## src/sv/pwcr_pkg.sv

```systemverilog
package pwcr_pkg;

    // Code geometry
    localparam int BYTE_W     = 8;
    localparam int CODE_BYTES = 5;
    localparam int CODE_W     = BYTE_W * CODE_BYTES;
    localparam int BIT_IDX_W  = 3;
    localparam int BYTE_IDX_W = 3;
    localparam int LIMIT_W    = 16;
    localparam int MBYTES_W   = 3;

    // Configuration port
    localparam int CFG_IDX_W  = 3;
    localparam int CFG_DATA_W = 40;

    // Stream payload widths
    localparam int S_TDATA_W  = 8;
    localparam int M_TDATA_W  = 48;

    // Reset values of the configuration registers
    localparam logic [LIMIT_W-1:0]  RST_WIDTH_MIN   = 16'd400;
    localparam logic [LIMIT_W-1:0]  RST_WIDTH_MAX   = 16'd1500;
    localparam logic [LIMIT_W-1:0]  RST_ONE_LIMIT   = 16'd750;
    localparam logic [CODE_W-1:0]   RST_MATCH_CODE  = '0;
    localparam logic [MBYTES_W-1:0] RST_MATCH_BYTES = 3'd5;

    // Register indexes
    typedef enum logic [CFG_IDX_W-1:0] {
        REG_WIDTH_MIN   = 3'd0,
        REG_WIDTH_MAX   = 3'd1,
        REG_ONE_LIMIT   = 3'd2,
        REG_MATCH_CODE  = 3'd3,
        REG_MATCH_BYTES = 3'd4
    } reg_idx_t;

    // Classified tick, handed from the front to the back
    typedef enum logic [1:0] {
        OP_NONE  = 2'd0,
        OP_ABORT = 2'd1,
        OP_BIT   = 2'd2
    } op_kind_t;

    typedef struct packed {
        op_kind_t kind;
        logic     bit_val;
    } pwcr_op_t;

    localparam int OP_W = $bits(pwcr_op_t);

endpackage

```

## src/sv/pulse_width_code_receiver_core.sv

```systemverilog
// Channel | Direction | Beat contents
// s_      | in        | one timing tick: s_tdata[0] pin_level
// m_      | out       | one result per tick: new_code, last_code, code_match
// cfg_    | in        | register write: cfg_index selects, cfg_data carries value
//
// One tick is accepted per cycle while s_tready is high and gives exactly one
// result beat. A tick is classified into the queue, then the code shifter
// writes the output register. Reset is synchronous on aresetn low.
// A stalled m_ side fills the QUEUE_DEPTH queue before s_tready drops.
module pulse_width_code_receiver_core import pwcr_pkg::*; #(
    parameter int TIMER_BITS  = 16,
    parameter int QUEUE_DEPTH = 4
) (
    input  logic                  aclk,
    input  logic                  aresetn,
    input  logic                  s_tvalid,
    output logic                  s_tready,
    input  logic [S_TDATA_W-1:0]  s_tdata,   // [0] pin_level
    output logic                  m_tvalid,
    input  logic                  m_tready,
    output logic [M_TDATA_W-1:0]  m_tdata,   // [0] new_code, [40:1] last_code,
                                             // [41] code_match
    input  logic                  cfg_valid,
    output logic                  cfg_ready,
    input  logic [CFG_IDX_W-1:0]  cfg_index,
    input  logic [CFG_DATA_W-1:0] cfg_data
);

    logic [LIMIT_W-1:0]  width_min_reg;
    logic [LIMIT_W-1:0]  width_max_reg;
    logic [LIMIT_W-1:0]  one_limit_reg;
    logic [CODE_W-1:0]   match_code_reg;
    logic [MBYTES_W-1:0] match_bytes_reg;

    logic                s_accept;
    pwcr_op_t            front_op;
    logic                q_full, q_empty, q_pop;
    pwcr_op_t            q_head;
    logic                res_new_code, res_code_match;
    logic [CODE_W-1:0]   res_last_code;

    // Configuration registers
    assign cfg_ready = 1'b1;

    always_ff @(posedge aclk) begin
        if (!aresetn) begin
            width_min_reg   <= RST_WIDTH_MIN;
            width_max_reg   <= RST_WIDTH_MAX;
            one_limit_reg   <= RST_ONE_LIMIT;
            match_code_reg  <= RST_MATCH_CODE;
            match_bytes_reg <= RST_MATCH_BYTES;
        end else if (cfg_valid) begin
            case (cfg_index)
                REG_WIDTH_MIN:   width_min_reg   <= cfg_data[LIMIT_W-1:0];
                REG_WIDTH_MAX:   width_max_reg   <= cfg_data[LIMIT_W-1:0];
                REG_ONE_LIMIT:   one_limit_reg   <= cfg_data[LIMIT_W-1:0];
                REG_MATCH_CODE:  match_code_reg  <= cfg_data[CODE_W-1:0];
                REG_MATCH_BYTES: match_bytes_reg <= cfg_data[MBYTES_W-1:0];
                default: begin
                end
            endcase
        end
    end

    assign s_tready = !q_full;
    assign s_accept = s_tvalid && s_tready;

    pwcr_front #(
        .TIMER_BITS (TIMER_BITS)
    ) u_front (
        .aclk       (aclk),
        .aresetn    (aresetn),
        .tick_valid (s_accept),
        .pin_level  (s_tdata[0]),
        .width_min  (width_min_reg),
        .width_max  (width_max_reg),
        .one_limit  (one_limit_reg),
        .op         (front_op)
    );

    pwcr_queue #(
        .DEPTH (QUEUE_DEPTH)
    ) u_queue (
        .aclk    (aclk),
        .aresetn (aresetn),
        .push    (s_accept),
        .push_op (front_op),
        .full    (q_full),
        .pop     (q_pop),
        .empty   (q_empty),
        .head_op (q_head)
    );

    pwcr_back u_back (
        .aclk           (aclk),
        .aresetn        (aresetn),
        .op_valid       (!q_empty),
        .op             (q_head),
        .op_take        (q_pop),
        .match_code     (match_code_reg),
        .match_bytes    (match_bytes_reg),
        .out_valid      (m_tvalid),
        .out_ready      (m_tready),
        .out_new_code   (res_new_code),
        .out_last_code  (res_last_code),
        .out_code_match (res_code_match)
    );

    // Pack the result beat, zero fill to whole bytes
    assign m_tdata = {{(M_TDATA_W - CODE_W - 2){1'b0}},
                      res_code_match, res_last_code, res_new_code};

endmodule

```

## src/sv/pwcr_front.sv

```systemverilog
module pwcr_front import pwcr_pkg::*; #(
    parameter int TIMER_BITS = 16
) (
    input  logic               aclk,
    input  logic               aresetn,
    input  logic               tick_valid,
    input  logic               pin_level,
    input  logic [LIMIT_W-1:0] width_min,
    input  logic [LIMIT_W-1:0] width_max,
    input  logic [LIMIT_W-1:0] one_limit,
    output pwcr_op_t           op
);

    localparam int CMP_W = (TIMER_BITS > LIMIT_W) ? TIMER_BITS : LIMIT_W;
    localparam logic [TIMER_BITS-1:0] CNT_MAX = {TIMER_BITS{1'b1}};

    logic [TIMER_BITS-1:0] count_reg, count_next;
    logic                  prev_reg, prev_next;
    logic [TIMER_BITS-1:0] count_inc;
    logic [CMP_W-1:0]      width_x, min_x, max_x, one_x;

    // Saturating tick count since the last edge
    assign count_inc = (count_reg == CNT_MAX) ? count_reg : count_reg + 1'b1;

    assign width_x = CMP_W'(count_inc);
    assign min_x   = CMP_W'(width_min);
    assign max_x   = CMP_W'(width_max);
    assign one_x   = CMP_W'(one_limit);

    // Classify the beat: edge inside the window is a data bit, outside it an abort
    always_comb begin
        count_next  = count_reg;
        prev_next   = prev_reg;
        op.kind     = OP_NONE;
        op.bit_val  = 1'b0;
        if (tick_valid) begin
            count_next = count_inc;
            if (pin_level != prev_reg) begin
                count_next = '0;
                prev_next  = pin_level;
                if ((width_x > max_x) || (width_x < min_x)) begin
                    op.kind = OP_ABORT;
                end else begin
                    op.kind    = OP_BIT;
                    op.bit_val = (width_x < one_x);
                end
            end
        end
    end

    always_ff @(posedge aclk) begin
        if (!aresetn) begin
            count_reg <= '0;
            prev_reg  <= 1'b0;
        end else begin
            count_reg <= count_next;
            prev_reg  <= prev_next;
        end
    end

endmodule

```

## src/sv/pwcr_queue.sv

```systemverilog
module pwcr_queue import pwcr_pkg::*; #(
    parameter int DEPTH = 4
) (
    input  logic     aclk,
    input  logic     aresetn,
    input  logic     push,
    input  pwcr_op_t push_op,
    output logic     full,
    input  logic     pop,
    output logic     empty,
    output pwcr_op_t head_op
);

    localparam int PTR_W = (DEPTH > 1) ? $clog2(DEPTH) : 1;
    localparam int CNT_W = $clog2(DEPTH + 1);
    localparam logic [CNT_W-1:0] CNT_FULL = CNT_W'(DEPTH);
    localparam logic [PTR_W-1:0] PTR_LAST = PTR_W'(DEPTH - 1);

    pwcr_op_t          slot_reg [DEPTH];
    logic [PTR_W-1:0]  wr_ptr_reg, wr_ptr_next;
    logic [PTR_W-1:0]  rd_ptr_reg, rd_ptr_next;
    logic [CNT_W-1:0]  count_reg, count_next;

    assign full    = (count_reg == CNT_FULL);
    assign empty   = (count_reg == '0);
    assign head_op = slot_reg[rd_ptr_reg];

    // Advance pointers and occupancy
    always_comb begin
        wr_ptr_next = wr_ptr_reg;
        rd_ptr_next = rd_ptr_reg;
        count_next  = count_reg;
        if (push) begin
            wr_ptr_next = (wr_ptr_reg == PTR_LAST) ? '0 : wr_ptr_reg + 1'b1;
        end
        if (pop) begin
            rd_ptr_next = (rd_ptr_reg == PTR_LAST) ? '0 : rd_ptr_reg + 1'b1;
        end
        if (push && !pop) begin
            count_next = count_reg + 1'b1;
        end else if (pop && !push) begin
            count_next = count_reg - 1'b1;
        end
    end

    always_ff @(posedge aclk) begin
        if (!aresetn) begin
            wr_ptr_reg <= '0;
            rd_ptr_reg <= '0;
            count_reg  <= '0;
        end else begin
            wr_ptr_reg <= wr_ptr_next;
            rd_ptr_reg <= rd_ptr_next;
            count_reg  <= count_next;
        end
    end

    // Store the incoming beat
    always_ff @(posedge aclk) begin
        if (push) begin
            slot_reg[wr_ptr_reg] <= push_op;
        end
    end

endmodule

```

## src/sv/pwcr_back.sv

```systemverilog
module pwcr_back import pwcr_pkg::*; (
    input  logic                aclk,
    input  logic                aresetn,
    input  logic                op_valid,
    input  pwcr_op_t            op,
    output logic                op_take,
    input  logic [CODE_W-1:0]   match_code,
    input  logic [MBYTES_W-1:0] match_bytes,
    output logic                out_valid,
    input  logic                out_ready,
    output logic                out_new_code,
    output logic [CODE_W-1:0]   out_last_code,
    output logic                out_code_match
);

    localparam logic [BIT_IDX_W-1:0]  BIT_LAST  = BIT_IDX_W'(BYTE_W - 1);
    localparam logic [BYTE_IDX_W-1:0] BYTE_LAST = BYTE_IDX_W'(CODE_BYTES - 1);

    logic [BIT_IDX_W-1:0]  bit_idx_reg, bit_idx_next;
    logic [BYTE_IDX_W-1:0] byte_idx_reg, byte_idx_next;
    logic [CODE_W-1:0]     shift_reg, shift_next;
    logic [CODE_W-1:0]     held_reg, held_next;
    logic                  fresh;
    logic [CODE_W-1:0]     shifted;
    logic [CODE_W-1:0]     sel_mask;
    logic                  match;

    logic                  valid_reg;
    logic                  new_code_reg;
    logic [CODE_W-1:0]     last_code_reg;
    logic                  match_reg;

    // Take a beat when the output slot is free or drains this cycle
    assign op_take = op_valid && (!valid_reg || out_ready);

    assign shifted = {shift_reg[CODE_W-2:0], op.bit_val};

    // Collect bits, latch the code after the last byte, clear on an abort
    always_comb begin
        bit_idx_next  = bit_idx_reg;
        byte_idx_next = byte_idx_reg;
        shift_next    = shift_reg;
        held_next     = held_reg;
        fresh         = 1'b0;
        case (op.kind)
            OP_ABORT: begin
                bit_idx_next  = '0;
                byte_idx_next = '0;
                shift_next    = '0;
            end
            OP_BIT: begin
                shift_next   = shifted;
                bit_idx_next = bit_idx_reg + 1'b1;
                if (bit_idx_reg == BIT_LAST) begin
                    bit_idx_next  = '0;
                    byte_idx_next = byte_idx_reg + 1'b1;
                    if (byte_idx_reg == BYTE_LAST) begin
                        held_next     = shifted;
                        fresh         = 1'b1;
                        byte_idx_next = '0;
                        shift_next    = '0;
                    end
                end
            end
            default: begin
            end
        endcase
    end

    // Compare the leading bytes; zero bytes always match
    always_comb begin
        sel_mask = '0;
        for (int i = 0; i < CODE_BYTES; i++) begin
            sel_mask[CODE_W-1-BYTE_W*i -: BYTE_W] =
                (i < int'(match_bytes)) ? {BYTE_W{1'b1}} : {BYTE_W{1'b0}};
        end
        match = ((held_next & sel_mask) == (match_code & sel_mask));
    end

    always_ff @(posedge aclk) begin
        if (!aresetn) begin
            bit_idx_reg  <= '0;
            byte_idx_reg <= '0;
            shift_reg    <= '0;
            held_reg     <= '0;
            valid_reg    <= 1'b0;
        end else begin
            if (op_take) begin
                bit_idx_reg  <= bit_idx_next;
                byte_idx_reg <= byte_idx_next;
                shift_reg    <= shift_next;
                held_reg     <= held_next;
                valid_reg    <= 1'b1;
            end else if (out_ready) begin
                valid_reg    <= 1'b0;
            end
        end
    end

    // Hold the result beat until taken
    always_ff @(posedge aclk) begin
        if (op_take) begin
            new_code_reg  <= fresh;
            last_code_reg <= held_next;
            match_reg     <= match;
        end
    end

    assign out_valid      = valid_reg;
    assign out_new_code   = new_code_reg;
    assign out_last_code  = last_code_reg;
    assign out_code_match = match_reg;

endmodule

```

## config.mk

```make
export PLATFORM = sky130hd
export DESIGN_NAME = pulse_width_code_receiver_core
export DESIGN_NICKNAME = d
export VERILOG_FILES = /design/src/sv/pwcr_pkg.sv /design/src/sv/pulse_width_code_receiver_core.sv /design/src/sv/pwcr_front.sv /design/src/sv/pwcr_queue.sv /design/src/sv/pwcr_back.sv
export SDC_FILE = /design/constraint.sdc
export NUM_CORES = 1
export LEC_CHECK = 0
export ABC_AREA = 1
export BUFFER_PORTS_ARGS = -buffer_cell sky130_fd_sc_hd__buf_2
export CORE_UTILIZATION = 55
export DETAILED_ROUTE_END_ITERATION = 8
export PLACE_DENSITY_LB_ADDON = 0.12
export SLEW_MARGIN = 20
export SYNTH_ARGS = -nofsm -noshare
export SYNTH_HDL_FRONTEND = slang
export SYNTH_SLANG_ARGS = --single-unit
export TNS_END_PERCENT = 50
```

## constraint.sdc

```tcl
create_clock -name aclk -period 7.9 [get_ports aclk]
set_clock_uncertainty 0.15 [all_clocks]
set_input_delay 0.395 -clock aclk [delete_from_list [all_inputs] [get_ports aclk]]
set_output_delay 0.395 -clock aclk [all_outputs]
set_load 0.03 [all_outputs]
```

==> impl_metrics.env <==
export IMPL_synthCells=1487
export IMPL_ys_types=50
export IMPL_final_nets=1666
export IMPL_dpl_cell_area_um2=12600
export IMPL_stdcell_count=1847
export IMPL_synth_async_reset_ratio=0
export IMPL_finalSetupViolCount=0
export IMPL_dp_cells=1786
export IMPL_start_util=0.569
export IMPL_period_needed_ps=4030
export IMPL_grtUsageMet1=0.334
export IMPL_holdWs_ps=11.5
export IMPL_cts_tree="built"
export IMPL_grt_pass1_wl_mm=45.5
export IMPL_cts_repair_resized=0
export IMPL_post_route_drc_count=0
export IMPL_synth_area_leader_cell="dfxtp_1"
export IMPL_pre_cts_ws_ps=3880
export IMPL_drv_cap=0
export IMPL_via_count=9912
export IMPL_syn_avg_cell_area_um2=8.14
export IMPL_fin_util=0.644
export IMPL_n_antenna_cell=0
export IMPL_seq_area_frac_synth=0.470
export IMPL_crit_arrival_ps=4270
export IMPL_p_comb_frac=0.348
export IMPL_htreeDepth=1
export IMPL_yosysMostFrequentCell="dfxtp_1"
export IMPL_fill_cells=1829
export IMPL_wl_per_cell_um=15.2
export IMPL_ys_ff_latch=257
export IMPL_hold_viol_final=0
export IMPL_drt_total_wl_mm=28.0
export IMPL_switching_share=0.375
export IMPL_synth_compound_area_share=0.202
export IMPL_die_y_um=150
export IMPL_drv_slew=0
export IMPL_area_growth_syn_to_layout_pct=13.2
export IMPL_synth_top_family_by_area="compound AO/OA/AOI/OAI gates"
export IMPL_finalCritPeriodShare=0.510
export IMPL_grt_pass1_vias=9278
export IMPL_hold_buffers=9
export IMPL_clockBufferDepth=3
export IMPL_hp_class="in -> reg"
export IMPL_crit_fanout=35
export IMPL_netlist_area_leader_share=0.336
export IMPL_rows=53
export IMPL_port_buffers=92
export IMPL_synth_enable_flop_cells=54
export IMPL_insertion_delay_ps=540
export IMPL_ir_drop_uv=327
export IMPL_via_per_inst=5.37
export IMPL_synth_area_um2=12100
export IMPL_p_per_area_nw_per_um2=362
export IMPL_internal_power_mw=3.10
export IMPL_clock_sinks=257
export IMPL_grt_util_met2=0.425
export IMPL_core_um2=21300
export IMPL_dieArea_um2=22600
export IMPL_die_w_um=150
export IMPL_overflow=0
export IMPL_hpwl_mm=18.6
export IMPL_end_kind="flop"
export IMPL_worstSetupPathType="reg -> reg"
export IMPL_grt_setup_unrepaired="false"
export IMPL_synth_xor_area_frac=0.0158
export IMPL_setup_slack_ps=3870
export IMPL_cts_root_buf="clkbuf_16"
export IMPL_power_frac_seq=0.377
export IMPL_grt_max_degree=110
export IMPL_post_cts_setup_buffer_count=0
export IMPL_p_sw_mw=1.86
export IMPL_fmax_ghz=0.248
export IMPL_fin_area_um2=13700
export IMPL_synth_simple_gate_area_frac=0.153
export IMPL_grtUsageMet3=0.0291
export IMPL_antenna_found_initial=1
export IMPL_yosys_top_cells_count="dfxtp_1, inv_1, a21oi_1"
export IMPL_status="completed"
export IMPL_first_iter_violations=585
export IMPL_power_frac_clock=0.275
export IMPL_synthAdderAreaFrac=0.0626
export IMPL_netlist_top_cells_area="dfxtp_1, edfxtp_1, a21oi_1"
export IMPL_worstMarginPinSlew_ps=982
export IMPL_drtPass1Iterations=5
export IMPL_leakage_nw=5.90
export IMPL_critPathLaunchType="flop"
export IMPL_clk_pin_slew_ps=60
export IMPL_ant_nets=0
export IMPL_synth_mux_area_frac=0
export IMPL_cp_data_required_time_ps=8140
export IMPL_totalPowerFinal_mw=4.95
export IMPL_gp_congestion=0.852
export IMPL_ios=107
export IMPL_cts_buffers=28
export IMPL_top_usage_layer="met2"
export IMPL_synthFlopType="dfxtp_1"
export IMPL_layout_drive_gt1_share=0.130
export IMPL_ys_warn_count=0
export IMPL_track_usage=0.252
export IMPL_relSlewSlack=0.344
export IMPL_fin_setup_tns_ps=0
final timing paths:
| path | startpoint | to | slack, ps | cells past startpoint |
|---|---|---|---|---|
| worst max-delay path | flop | u_back.out_code_match$_DFFE_PP_ | 3870 | 14 |
| worst min-delay path | cfg_data[20] | match_code_reg[20]$_SDFFE_PN0P_ | 10 | 3 |
| worst max register to register | flop | u_back.out_code_match$_DFFE_PP_ | 3870 | 14 |
| worst min register to register | match_code_reg[27]$_SDFFE_PN0P_ | match_code_reg[27]$_SDFFE_PN0P_ | 290 | 2 |
logic make-up (layout without fill, tap and decap cells):
| group | Yosys count | count (layout) |
|---|---|---|
| AOI/OAI and AO/OA | 433 | 433 |
| and+or+nand+nor | 427 | 427 |
| buffers and inverters | 287 | 367 |
| DFF | 257 | 257 |
| adders and majority gates | 60 | 60 |
| xor gates and xnor gates | 21 | 21 |
| other | 2 | 7 |
cell usage in the layout, fill, tap and decap left out, drive strengths merged:
master,n
o21bai,1
nor2,122
a21oi,192
clkinv,8
or2,13
xnor2,4
o221ai,1
a211oi,14
a2111oi,1
conb,7
clkbuf,41
o211ai,20
o221a,1
nand3,76
a31oi,2
a32oi,2
xor2,17
and3,1
nand4,12
nor4,1
a21o,1
edfxtp,54
inv,205
fa,1
bufinv,3
o21a,14
a221oi,1
dfxtp,203
nor3,12
o211a,2
ha,59
dlygate4sd3,9
buf,101
o22ai,13
o21ai,168
nand2,190
per-layer routing:
layer	up-vias	wire length, µm
met3	54	1110
li1	5070	-
met5	-	0
met4	0	785
met2	209	13400
met1	4579	12800
final cells by class:
class	count	area (µm²)	area share
clock buffer	41	853	0.0623
inverter	205	772	0.0563
sequential	257	5690	0.415
clock inverter	11	128	0.00931
multi-input combinational	948	5300	0.387
timing repair buffer	110	621	0.0453
tap	275	344	0.0251
power groups by stage:
stage	sequential [mW]	combinational [mW]	clock (mW)
6_report	1.87	1.73	1.36
4_1_cts	1.87	1.73	1.38
3_5_place_dp	1.89	1.71	0
2_1_floorplan	2.08	1.09	0
5_1_grt	1.90	1.93	1.43
3_3_place_gp	1.88	1.67	0
worst max-delay path, stage by stage (launching register included):
cell     delay, ps
dfxtp_1        360
inv_1          160
nand2_1         70
a32oi_1        230
ha_1           820
nand2_4        130
nor2_8         500
inv_4          310
a21oi_1        380
xor2_1         110
nor3_1         220
nand2_1        140
nand2_1         80
nand2_1         60
nor3_2         140
(Power assumes the default switching activity.)
